### src/design/bots_pkg.sv
`timescale 1ns / 1ps
// ----------------------------------------------------------------------------
// Bulk-only transport host sequencer package
// Shared types and protocol constants for the sequencer, its result queue
// and the top level.
// ----------------------------------------------------------------------------
package bots_pkg;

  localparam logic [31:0] CBW_SIGNATURE = 32'h5553_4243;
  localparam logic [31:0] CSW_SIGNATURE = 32'h5553_4253;
  localparam logic [31:0] CBW_LENGTH    = 32'd31;
  localparam logic [31:0] CSW_LENGTH    = 32'd13;
  localparam logic [7:0]  FLAG_DATA_IN  = 8'h80;
  localparam logic [4:0]  CB_LENGTH_MAX = 5'd16;
  localparam logic [7:0]  RETRY_LIMIT_RESET = 8'd3;

  localparam logic [2:0] OP_START    = 3'd0;
  localparam logic [2:0] OP_WRAP_SENT = 3'd1;
  localparam logic [2:0] OP_DATA_DONE = 3'd2;
  localparam logic [2:0] OP_STATUS    = 3'd3;
  localparam logic [2:0] OP_RECO_DONE = 3'd4;

  localparam logic [2:0] ACT_SEND_WRAPPER = 3'd0;
  localparam logic [2:0] ACT_READ_DATA    = 3'd1;
  localparam logic [2:0] ACT_WRITE_DATA   = 3'd2;
  localparam logic [2:0] ACT_READ_STATUS  = 3'd3;
  localparam logic [2:0] ACT_CLEAR_IN     = 3'd4;
  localparam logic [2:0] ACT_CLEAR_OUT    = 3'd5;
  localparam logic [2:0] ACT_RECOVERY     = 3'd6;
  localparam logic [2:0] ACT_FINISHED     = 3'd7;

  localparam logic [1:0] DIR_NO_DATA = 2'd0;
  localparam logic [1:0] DIR_IN      = 2'd1;
  localparam logic [1:0] DIR_OUT     = 2'd2;

  localparam logic [1:0] FIN_PASSED  = 2'd0;
  localparam logic [1:0] FIN_CHECK   = 2'd1;
  localparam logic [1:0] FIN_REMOVED = 2'd2;

  localparam logic [7:0] CODE_PASSED = 8'd0;
  localparam logic [7:0] CODE_FAILED = 8'd1;

  localparam int unsigned RES_FIFO_AW    = 2;
  localparam int unsigned RES_FIFO_DEPTH = 1 << RES_FIFO_AW;

  typedef struct packed {
    logic [2:0]  operation;
    logic [4:0]  command_length;
    logic [1:0]  direction;
    logic [2:0]  command_lun;
    logic [31:0] buffer_length;
    logic [31:0] bytes_moved;
    logic [31:0] status_signature;
    logic [31:0] status_tag;
    logic [31:0] status_residue;
    logic [7:0]  status_code;
    logic        recovery_removed;
  } bots_item_t;

  typedef struct packed {
    logic [2:0]  action;
    logic [31:0] wrapper_tag;
    logic [31:0] transfer_length;
    logic [7:0]  flag_byte;
    logic [2:0]  wrapper_lun;
    logic [4:0]  wrapper_cb_length;
    logic [1:0]  final_status;
    logic        last;
  } bots_res_t;

endpackage

### src/design/bulk_only_transport_host_sequencer_unit.sv
`timescale 1ns / 1ps
// Each event word is registered, then its result words are offered from the queue.
// Throughput: one event word per cycle; an event that causes two result words
// takes the output channel one word at a time, and the input stalls while the
// four-entry result queue has fewer than two free entries.
// Reset: the phase returns to idle, the tag counter and retry budget return to zero,
// the result queue empties and the retry limit register returns to three.
// ----------------------------------------------------------------------------
// Bulk-only transport host sequencer
// Input register, sequencer core (combinational next-state logic) and result queue for the
// host side of the mass-storage bulk-only protocol.
// ----------------------------------------------------------------------------
module bulk_only_transport_host_sequencer_unit
  import bots_pkg::*;
(
  input  logic        clk_i,
  input  logic        rst_ni,
  input  logic        cfg_we_i,
  input  logic [7:0]  cfg_wdata_i,
  input  logic        in_valid_i,
  output logic        in_stall_o,
  input  logic [2:0]  operation_i,
  input  logic [4:0]  command_length_i,
  input  logic [1:0]  direction_i,
  input  logic [2:0]  command_lun_i,
  input  logic [31:0] buffer_length_i,
  input  logic [31:0] bytes_moved_i,
  input  logic [31:0] status_signature_i,
  input  logic [31:0] status_tag_i,
  input  logic [31:0] status_residue_i,
  input  logic [7:0]  status_code_i,
  input  logic        recovery_removed_i,
  output logic        out_valid_o,
  input  logic        out_stall_i,
  output logic [2:0]  action_o,
  output logic [31:0] wrapper_tag_o,
  output logic [31:0] transfer_length_o,
  output logic [7:0]  flag_byte_o,
  output logic [2:0]  wrapper_lun_o,
  output logic [4:0]  wrapper_cb_length_o,
  output logic [1:0]  final_status_o,
  output logic        last_o
);

  bots_item_t item_q;
  logic       in_valid_q;
  logic       room2;
  logic       fire;
  logic [1:0] res_cnt;
  bots_res_t  res0, res1, out_word;

  assign fire       = in_valid_q && room2;
  assign in_stall_o = in_valid_q && !room2;

  always_ff @(posedge clk_i or negedge rst_ni) begin
    if (!rst_ni) begin
      in_valid_q <= 1'b0;
    end else if (!in_stall_o) begin
      in_valid_q <= in_valid_i;
    end
  end

  always_ff @(posedge clk_i) begin
    if (in_valid_i && !in_stall_o) begin
      item_q.operation        <= operation_i;
      item_q.command_length   <= command_length_i;
      item_q.direction        <= direction_i;
      item_q.command_lun      <= command_lun_i;
      item_q.buffer_length    <= buffer_length_i;
      item_q.bytes_moved      <= bytes_moved_i;
      item_q.status_signature <= status_signature_i;
      item_q.status_tag       <= status_tag_i;
      item_q.status_residue   <= status_residue_i;
      item_q.status_code      <= status_code_i;
      item_q.recovery_removed <= recovery_removed_i;
    end
  end

  bots_seq u_seq (
    .clk_i       (clk_i),
    .rst_ni      (rst_ni),
    .cfg_we_i    (cfg_we_i),
    .cfg_wdata_i (cfg_wdata_i),
    .fire_i      (fire),
    .item_i      (item_q),
    .res_cnt_o   (res_cnt),
    .res0_o      (res0),
    .res1_o      (res1)
  );

  bots_fifo u_fifo (
    .clk_i       (clk_i),
    .rst_ni      (rst_ni),
    .push_cnt_i  (res_cnt),
    .push0_i     (res0),
    .push1_i     (res1),
    .room2_o     (room2),
    .out_valid_o (out_valid_o),
    .out_stall_i (out_stall_i),
    .out_word_o  (out_word)
  );

  assign action_o            = out_word.action;
  assign wrapper_tag_o       = out_word.wrapper_tag;
  assign transfer_length_o   = out_word.transfer_length;
  assign flag_byte_o         = out_word.flag_byte;
  assign wrapper_lun_o       = out_word.wrapper_lun;
  assign wrapper_cb_length_o = out_word.wrapper_cb_length;
  assign final_status_o      = out_word.final_status;
  assign last_o              = out_word.last;

endmodule

### src/design/bots_seq.sv
`timescale 1ns / 1ps
// ----------------------------------------------------------------------------
// Bulk-only transport sequencer core
// Holds the command state and, for each registered event word, computes the
// next state and up to two result words combinationally.
// ----------------------------------------------------------------------------
module bots_seq
  import bots_pkg::*;
(
  input  logic       clk_i,
  input  logic       rst_ni,
  input  logic       cfg_we_i,
  input  logic [7:0] cfg_wdata_i,
  input  logic       fire_i,
  input  bots_item_t item_i,
  output logic [1:0] res_cnt_o,
  output bots_res_t  res0_o,
  output bots_res_t  res1_o
);

  localparam logic [2:0] PH_IDLE = 3'd0;
  localparam logic [2:0] PH_WRAP = 3'd1;
  localparam logic [2:0] PH_DATA = 3'd2;
  localparam logic [2:0] PH_STAT = 3'd3;
  localparam logic [2:0] PH_RECO = 3'd4;

  logic [7:0]  retry_limit_q;
  logic [2:0]  phase_q, phase_d;
  logic [31:0] tag_q, tag_d;
  logic [7:0]  retries_q, retries_d;
  logic        first_q, first_d;
  logic [31:0] rem_q, rem_d;
  logic [1:0]  dir_q, dir_d;
  logic [2:0]  lun_q, lun_d;
  logic [4:0]  cbl_q, cbl_d;
  logic        rad_q, rad_d;

  logic [2:0]  act0, act1;
  logic [1:0]  fin0;

  function automatic bots_res_t build(input logic [2:0] act, input logic [1:0] fin,
                                      input logic lst, input logic [31:0] tag,
                                      input logic [31:0] rem, input logic [1:0] dir,
                                      input logic [2:0] lun, input logic [4:0] cbl);
    bots_res_t r;
    r.action      = act;
    r.wrapper_tag = tag;
    if (act == ACT_SEND_WRAPPER || act == ACT_READ_DATA || act == ACT_WRITE_DATA) begin
      r.transfer_length = rem;
    end else if (act == ACT_READ_STATUS) begin
      r.transfer_length = CSW_LENGTH;
    end else begin
      r.transfer_length = '0;
    end
    r.flag_byte         = (act == ACT_SEND_WRAPPER && dir == DIR_IN) ? FLAG_DATA_IN : 8'd0;
    r.wrapper_lun       = (act == ACT_SEND_WRAPPER) ? lun : 3'd0;
    r.wrapper_cb_length = (act == ACT_SEND_WRAPPER) ? cbl : 5'd0;
    r.final_status      = (act == ACT_FINISHED) ? fin : FIN_PASSED;
    r.last              = lst;
    return r;
  endfunction

  always_comb begin
    phase_d   = phase_q;
    tag_d     = tag_q;
    retries_d = retries_q;
    first_d   = first_q;
    rem_d     = rem_q;
    dir_d     = dir_q;
    lun_d     = lun_q;
    cbl_d     = cbl_q;
    rad_d     = rad_q;
    res_cnt_o = 2'd0;
    act0      = ACT_FINISHED;
    act1      = ACT_READ_STATUS;
    fin0      = FIN_PASSED;
    case (item_i.operation)
      OP_START: begin
        tag_d     = tag_q + 32'd1;
        retries_d = retry_limit_q;
        first_d   = 1'b1;
        rad_d     = 1'b0;
        rem_d     = item_i.buffer_length;
        dir_d     = item_i.direction;
        lun_d     = item_i.command_lun;
        cbl_d     = (item_i.command_length > CB_LENGTH_MAX) ? CB_LENGTH_MAX
                                                            : item_i.command_length;
        phase_d   = PH_WRAP;
        act0      = ACT_SEND_WRAPPER;
        res_cnt_o = 2'd1;
      end
      OP_WRAP_SENT: begin
        if (phase_q == PH_WRAP) begin
          res_cnt_o = 2'd1;
          if (item_i.bytes_moved != CBW_LENGTH) begin
            if (retries_q <= 8'd1) begin
              retries_d = '0;
              phase_d   = PH_IDLE;
              act0      = ACT_FINISHED;
              fin0      = FIN_REMOVED;
            end else begin
              retries_d = retries_q - 8'd1;
              rad_d     = 1'b1;
              phase_d   = PH_RECO;
              act0      = ACT_RECOVERY;
            end
          end else if (rem_q != '0 && (dir_q == DIR_IN || dir_q == DIR_OUT)) begin
            phase_d = PH_DATA;
            act0    = (dir_q == DIR_IN) ? ACT_READ_DATA : ACT_WRITE_DATA;
          end else begin
            phase_d = PH_STAT;
            act0    = ACT_READ_STATUS;
          end
        end
      end
      OP_DATA_DONE: begin
        if (phase_q == PH_DATA) begin
          phase_d = PH_STAT;
          if (item_i.bytes_moved != rem_q) begin
            res_cnt_o = 2'd2;
            act0      = (dir_q == DIR_IN) ? ACT_CLEAR_IN : ACT_CLEAR_OUT;
          end else begin
            res_cnt_o = 2'd1;
            act0      = ACT_READ_STATUS;
          end
        end
      end
      OP_STATUS: begin
        if (phase_q == PH_STAT) begin
          res_cnt_o = 2'd1;
          if (item_i.bytes_moved != CSW_LENGTH) begin
            if (first_q) begin
              first_d   = 1'b0;
              res_cnt_o = 2'd2;
              act0      = ACT_CLEAR_IN;
            end else begin
              rad_d   = 1'b0;
              phase_d = PH_RECO;
              act0    = ACT_RECOVERY;
            end
          end else if (item_i.status_signature != CSW_SIGNATURE || item_i.status_tag != tag_q
                       || item_i.status_code > CODE_FAILED
                       || item_i.status_residue > rem_q) begin
            rad_d   = 1'b0;
            phase_d = PH_RECO;
            act0    = ACT_RECOVERY;
          end else if (item_i.status_code == CODE_PASSED && item_i.status_residue != '0) begin
            rem_d   = rem_q - item_i.status_residue;
            phase_d = PH_WRAP;
            act0    = ACT_SEND_WRAPPER;
          end else begin
            phase_d = PH_IDLE;
            act0    = ACT_FINISHED;
            fin0    = (item_i.status_code == CODE_FAILED) ? FIN_CHECK : FIN_PASSED;
          end
        end
      end
      OP_RECO_DONE: begin
        if (phase_q == PH_RECO) begin
          res_cnt_o = 2'd1;
          if (item_i.recovery_removed) begin
            phase_d = PH_IDLE;
            act0    = ACT_FINISHED;
            fin0    = FIN_REMOVED;
          end else if (!rad_q && retries_q <= 8'd1) begin
            retries_d = '0;
            phase_d   = PH_IDLE;
            act0      = ACT_FINISHED;
            fin0      = FIN_REMOVED;
          end else begin
            if (!rad_q) begin
              retries_d = retries_q - 8'd1;
            end
            phase_d = PH_WRAP;
            act0    = ACT_SEND_WRAPPER;
          end
        end
      end
      default: begin
        res_cnt_o = 2'd0;
      end
    endcase
    if (!fire_i) begin
      res_cnt_o = 2'd0;
    end
    res0_o = build(act0, fin0, res_cnt_o != 2'd2, tag_d, rem_d, dir_d, lun_d, cbl_d);
    res1_o = build(act1, FIN_PASSED, 1'b1, tag_d, rem_d, dir_d, lun_d, cbl_d);
  end

  always_ff @(posedge clk_i or negedge rst_ni) begin
    if (!rst_ni) begin
      retry_limit_q <= RETRY_LIMIT_RESET;
      phase_q       <= PH_IDLE;
      tag_q         <= '0;
      retries_q     <= '0;
      first_q       <= 1'b1;
      rem_q         <= '0;
      dir_q         <= '0;
      lun_q         <= '0;
      cbl_q         <= '0;
      rad_q         <= 1'b0;
    end else begin
      if (cfg_we_i) begin
        retry_limit_q <= cfg_wdata_i;
      end
      if (fire_i) begin
        phase_q   <= phase_d;
        tag_q     <= tag_d;
        retries_q <= retries_d;
        first_q   <= first_d;
        rem_q     <= rem_d;
        dir_q     <= dir_d;
        lun_q     <= lun_d;
        cbl_q     <= cbl_d;
        rad_q     <= rad_d;
      end
    end
  end

endmodule

### src/design/bots_fifo.sv
`timescale 1ns / 1ps
// ----------------------------------------------------------------------------
// Result queue
// Small queue that takes up to two result words per cycle and hands out one
// word per cycle on the output channel while the output is not stalled.
// ----------------------------------------------------------------------------
module bots_fifo
  import bots_pkg::*;
(
  input  logic       clk_i,
  input  logic       rst_ni,
  input  logic [1:0] push_cnt_i,
  input  bots_res_t  push0_i,
  input  bots_res_t  push1_i,
  output logic       room2_o,
  output logic       out_valid_o,
  input  logic       out_stall_i,
  output bots_res_t  out_word_o
);

  localparam logic [RES_FIFO_AW:0] DEPTH = (RES_FIFO_AW + 1)'(RES_FIFO_DEPTH);

  bots_res_t              mem_q [RES_FIFO_DEPTH];
  logic [RES_FIFO_AW-1:0] wr_ptr_q, rd_ptr_q;
  logic [RES_FIFO_AW:0]   count_q;
  logic                   pop;
  logic [RES_FIFO_AW-1:0] wr_ptr_p1;

  assign pop         = out_valid_o && !out_stall_i;
  assign out_valid_o = count_q != '0;
  assign out_word_o  = mem_q[rd_ptr_q];
  assign room2_o     = count_q <= DEPTH - (RES_FIFO_AW + 1)'(2);
  assign wr_ptr_p1   = wr_ptr_q + RES_FIFO_AW'(1);

  always_ff @(posedge clk_i) begin
    if (push_cnt_i != 2'd0) begin
      mem_q[wr_ptr_q] <= push0_i;
    end
    if (push_cnt_i == 2'd2) begin
      mem_q[wr_ptr_p1] <= push1_i;
    end
  end

  always_ff @(posedge clk_i or negedge rst_ni) begin
    if (!rst_ni) begin
      wr_ptr_q <= '0;
      rd_ptr_q <= '0;
      count_q  <= '0;
    end else begin
      wr_ptr_q <= wr_ptr_q + RES_FIFO_AW'(push_cnt_i);
      if (pop) begin
        rd_ptr_q <= rd_ptr_q + RES_FIFO_AW'(1);
      end
      count_q <= count_q + (RES_FIFO_AW + 1)'(push_cnt_i) - (RES_FIFO_AW + 1)'(pop);
    end
  end

`ifndef SYNTHESIS
  a_count_bound: assert property (@(posedge clk_i) disable iff (!rst_ni)
    count_q <= DEPTH) else $error("result queue count exceeds depth");

  a_push_room: assert property (@(posedge clk_i) disable iff (!rst_ni)
    (push_cnt_i != 2'd0) |-> room2_o) else $error("result pushed without room");

  a_pop_only: assert property (@(posedge clk_i) disable iff (!rst_ni)
    (pop && push_cnt_i == 2'd0) |=> count_q == $past(count_q) - (RES_FIFO_AW + 1)'(1))
    else $error("result queue count did not drop on pop");
`endif

endmodule
### config.mk
export PLATFORM = sky130hd
export DESIGN_NAME = bulk_only_transport_host_sequencer_unit
export DESIGN_NICKNAME = d
export VERILOG_FILES = /design/src/design/bots_pkg.sv /design/src/design/bulk_only_transport_host_sequencer_unit.sv /design/src/design/bots_seq.sv /design/src/design/bots_fifo.sv
export SDC_FILE = /design/constraint.sdc
export NUM_CORES = 1
export LEC_CHECK = 0
export BUFFER_PORTS_ARGS = -buffer_cell sky130_fd_sc_hd__buf_2
export CAP_MARGIN = 40
export CORE_ASPECT_RATIO = 1.5
export CORE_MARGIN = 4
export CORE_UTILIZATION = 33
export DETAILED_ROUTE_END_ITERATION = 7
export GPL_ROUTABILITY_DRIVEN = 0
export HOLD_SLACK_MARGIN = 0.12
export SKIP_CTS_REPAIR_TIMING = 1
export SYNTH_ARGS = -nofsm -noshare
export SYNTH_HDL_FRONTEND = slang
export SYNTH_SLANG_ARGS = --single-unit
### constraint.sdc
create_clock -name clk_i -period 5.08 [get_ports clk_i]
set_clock_uncertainty 0.05 [all_clocks]
set_input_delay 0.254 -clock clk_i [delete_from_list [all_inputs] [get_ports clk_i]]
set_output_delay 0.254 -clock clk_i [all_outputs]
set_load 0.02 [all_outputs]
Word level (Yosys, flattened, before mapping)
Memories as Yosys holds them, arrays and structs flattened.
Index checks and enable logic that the tools add are counted.

word-level totals
  bits of input ports = 195
  latch bits = 0
  memories kept = 1
  memory bits (read-only) = 0
  logic and storage cells = 197
  bits in writable memories = 344
  flip-flop bits (word level) = 285

cells by class
  shift-type cells = 0
  bitwise operators = 0
  equal/unequal tests = 34
  multipliers = 0
  div/mod/pow operators = 0
  add/subtract/negate cells = 8
  muxes and demuxes = 91
  reduce and logical (&&, ||, !) cells = 33
  magnitude comparators = 5

memories
  memory        depth  width  read ports  clocked after memory_dff  write ports  RTL line         RTL
  u_fifo.mem_q  4      86     1           0                         2            bots_fifo.sv:23  bots_res_t mem_q [RES_FIFO_DEPTH];

operator list
  kind                   number
  $mux 32                6
  $mux 3                 24
  $mux 8                 8
  $ne 32x32->1           2
  $pmux 32 s2            1
  $reduce_bool 32->1     2
  $mux 2                 20
  $add 32x1->32 const B  1
  $gt 32x32->1           1
  $ne 32x31->1 const B   1
  $ne 32x4->1 const B    1
  $ne 32x5->1 const B    1
  $sub 32x32->32         1
  $pmux 3 s5             2
  $pmux 8 s3             1
  $mux 1                 21
  $eq 3x2->1 const B     6
  $mux 5                 3
  $reduce_and 7->1       2
  $ne 2x1->1 const B     6
  $pmux 2 s5             1
  $eq 3x1->1 const B     3
  $eq 3x3->1 const B     3
  $reduce_bool 3->1      3
  other kinds (28)       51

Logic depth before layout (Yosys ltp)
  depth in word-level cells = 12
  gate-level depth with buffers = 15
  depth with buffers taken out = 13

By module
A second synthesis with hierarchy kept.

second synthesis, totals
  cells, all modules = 2316
  area, all modules = 32172.1 µm²

by module, submodules not included
  module                                   seq. area each (µm²)  cells each  times used  area an instance (µm²)
  bots_fifo                                10505.1               875         1           16946.3
  bots_seq                                 2381.0                1253        1           9696.8
  bulk_only_transport_host_sequencer_unit  5490.3                188         1           5529.1

Worst setup path before layout
Ideal clock, no wire load.

  path type = register to register
  start = reg u_fifo.count_q[0]
  end = reg item_q[0] (netlist bit), enable pin
  required time = 4466 ps
  library setup time = 564 ps
  buffers on the path = 0
  cell stages (with the launch flop) = 4
  data arrival time = 4868 ps
  setup slack = -402 ps
  clock period less this slack = 5482 ps
  path through = dfrtp_1 a21oi_1 nand2b_1 and2_1

on the way
  cells in the longest elaborated chain, start to end = 5

RTL lines
  element                 RTL line                                       RTL
  from (decl)             bots_fifo.sv:25                                logic [RES_FIFO_AW:0] count_q;
  from (signal assigned)  bots_fifo.sv:54                                count_q <= count_q + (RES_FIFO_AW + 1)'(push_cnt_i) - (RES_FIFO_AW + 1)'(pop);
  $le 3x2->1              bots_fifo.sv:32                                assign room2_o = count_q <= DEPTH - (RES_FIFO_AW + 1)'(2);
  $logic_not 1->1         bulk_only_transport_host_sequencer_unit.sv:53  assign in_stall_o = in_valid_q && !room2;
  $logic_and 1x1->1       bulk_only_transport_host_sequencer_unit.sv:53
  $logic_not 1->1         bulk_only_transport_host_sequencer_unit.sv:64  if (in_valid_i && !in_stall_o) begin
  $logic_and 1x1->1       bulk_only_transport_host_sequencer_unit.sv:64
  to (decl)               bulk_only_transport_host_sequencer_unit.sv:45  bots_item_t item_q;

No other way between the ends.
A chain may end at the register's enable or synchronous reset.

==> impl_metrics.ini <==
[logic_synthesis]
synthTopCellsByArea = edfxtp_1, dfxtp_1, dfrtp_1, mux4_2, xnor2_1
synth_top_area_frac = 0.350
yosys.area_share.simple = 0.107
syn_avg_cell_area_um2 = 12.4
synthAdderAreaFrac = 0.0203
muxShareOfSynthArea = 0.0781
synthTopCellsByCount = edfxtp_1, nor2_1, dfxtp_1
synth-seq-cells = 601
async_flop_share = 0.171
synth-xor-area-share = 0.0530
synth_cell_types = 93
yosysSeqAreaShare = 0.589
ys.flop_type = edfxtp_1
synth_compound_area_frac = 0.123
synth_area_um2 = 26600
synth_top_family_by_area = compound AO/OA/AOI/OAI gates
yosysWarnings = 0
synth_top_area_cell = edfxtp_1
synthCells = 2152
yosysMostFrequentCell = edfxtp_1
synth_edf_count = 310

[layout]
fillCellCount = 7397
finalNetCount = 2851
layout-drive-gt1-share = 0.217
regArea_um2 = 15700
multi_input_area_um2 = 10200
syn_to_final_growth_pct = 25.6

[clocking]
clkLatencyLatePin_ns = 0.65
cts_sinks = 601
cts_buffers = 61
cts_root_buf = clkbuf_16
h-tree-depth = 2
cts.path.max_buffers = 3
cts_tree = built
path_clk_slew_ns = 0.07

[routing]
initialDrtViolationCount = 1470
routed-via-count = 19600
wl_per_cell_um = 23.0
drt_first_pass_iters = 5
finalWirelength_um = 85000
antenna_left = 0
drc = 0
viasPerCell = 5.31

[setup_path]
cp-start-kind = flip-flop
worst_ep_required_time_ns = 5.56
path_cells = ha_1, a21oi_1, o21ai_1, a2111oi_0, buf_1, nand4_1, and4b_1, nand2_1, o21ai_0, nand3b_1, o221a_2
worstSetupEndpointType = flip-flop
critical-path-max-stage-delay_ns = 0.67
r2r_slack_ns = 0.74
worstPathArrival_ns = 4.82
critPathMaxFanout = 16
cpMaxStageDelayCell = dfrtp_1
crit_buf_inv = 1
crit_type = reg -> reg
critPathTopFamily = simple AND/OR/NAND/NOR gates

[timing]
tightest_slew_ns = 0.989
rsz0062_at_grt = no
fin_crit_ns = 4.34
setup_violations = 0
holdWs_ns = 0.187
fmax_mhz = 230
finalSetupTns_ns = 0
maxSlewViolCount = 0
hold_viol = 0
max_slew_margin = 0.341
fin_crit_sh = 0.855

[die]
start_util = 0.333
ioPinCount = 283
core_area_um2 = 79900
fp.dieW_um = 240
die_h_um = 356
num_rows = 127
dieArea_um2 = 85300

[pwr]
total_power_w = 0.0178
p_per_area_nw_per_um2 = 532
peakVddDrop_uv = 321
p_switching_w = 0.00649
swShare = 0.365
p_leak_nw = 12.5
comb_power_share = 0.330
p_seq_frac = 0.402
internal-power_w = 0.0113
power_frac_clock = 0.267

[global_routing]
grt_max_degree = 145
gr-total-overflow = 0
grt_pass1_vias = 19500
antenna_found_initial = 1
grt_pass1_wl_um = 123000
grt_usage = 0.190

[place]
hpwl_um = 58200
io_buffers = 275

[status]
status = completed

[job]
drv_cap = 0

[min_path]
hp-class = in -> async
## layout make-up
cell class	instances	area share
clock inverter	46	0.0148
inverter	65	0.00730
timing repair buffer	517	0.116
multi-input combinational	1368	0.306
clock buffer	70	0.0486
antenna	1	0.0000749
tap	1032	0.0386
sequential	601	0.469
## worst paths after layout
kind | cells past startpoint | end | start
min in group clk_i | 2 | item_q[97] | status_signature_i[24]
max reg2reg | 11 | u_fifo.mem_q[1][19] | u_seq.rem_q[21]
max | 11 | u_fifo.mem_q[1][19] | u_seq.rem_q[21]
min reg2reg | 2 | u_fifo.mem_q[3][37] | u_fifo.mem_q[3][37]
max in group asynchronous | 3 | u_fifo.rd_ptr_q[1] | rst_ni
min | 2 | u_seq.lun_q[0] | rst_ni
## placed cells by master, fill, tap and decap left out, drive strengths merged, types with 69 or more instances in the layout
| cell type | instances |
|---|---|
| buf | 313 |
| edfxtp | 310 |
| nor2 | 212 |
| dlygate4sd3 | 201 |
| dfxtp | 188 |
| nand2 | 179 |
| xnor2 | 119 |
| o21ai | 119 |
| dfrtp | 100 |
| mux4 | 79 |
| inv | 76 |
| a22o | 75 |
| clkbuf | 70 |
| a21oi | 69 |
## power by group through the flow
stage	clock network [W]	registers, W	logic, W
CTS	0.00487	0.00713	0.00578
detailed placement	0	0.00722	0.00577
global route	0.00506	0.00724	0.00634
finish	0.00475	0.00715	0.00586
floorplan	0	0.00673	0.00405
global placement	0	0.00734	0.00543
## kinds of logic after synthesis
family	after synthesis
xor gates and xnor gates	161
DFF	601
AOI/OAI and AO/OA	453
adders and majority gates	42
other	1
muxes	106
buffers and inverters	189
and+or+nand+nor	599
## sequential cells by signal, summed over array words and instances, names as in the netlist, 2 cells and up
register             flops
item_q                 182
u_fifo.count_q           3
u_fifo.mem_q           316
u_fifo.rd_ptr_q          2
u_fifo.wr_ptr_q          2
u_seq.cbl_q              5
u_seq.dir_q              2
u_seq.lun_q              3
u_seq.phase_q            3
u_seq.rem_q             32
u_seq.retries_q          8
u_seq.retry_limit_q      8
u_seq.tag_q             32
## metal layers
metal / up-vias / GRT usage / share of wire
met3: 202 / 0.0332 / 0.056
met5: - / 0 / 0
li1: 8945 / - / -
met1: 9761 / 0.221 / 0.38
met2: 721 / 0.342 / 0.52
met4: 0 / 0.0806 / 0.048
## metrics by stage
stage | util | worst slack (ns) | area [um^2] | instances
after floorplan | - | 1.63 | 26600 | 2158
after global placement | 0.365 | 0.387 | 29100 | 3374
after detailed placement | 0.366 | 0.808 | 29300 | 3382
after CTS | 0.393 | 0.786 | 31400 | 3498
after global routing | 0.418 | 0.447 | 33400 | 3700
final | 0.418 | 0.738 | 33400 | 3700
Note: power is estimated with default switching activity, not from simulation.
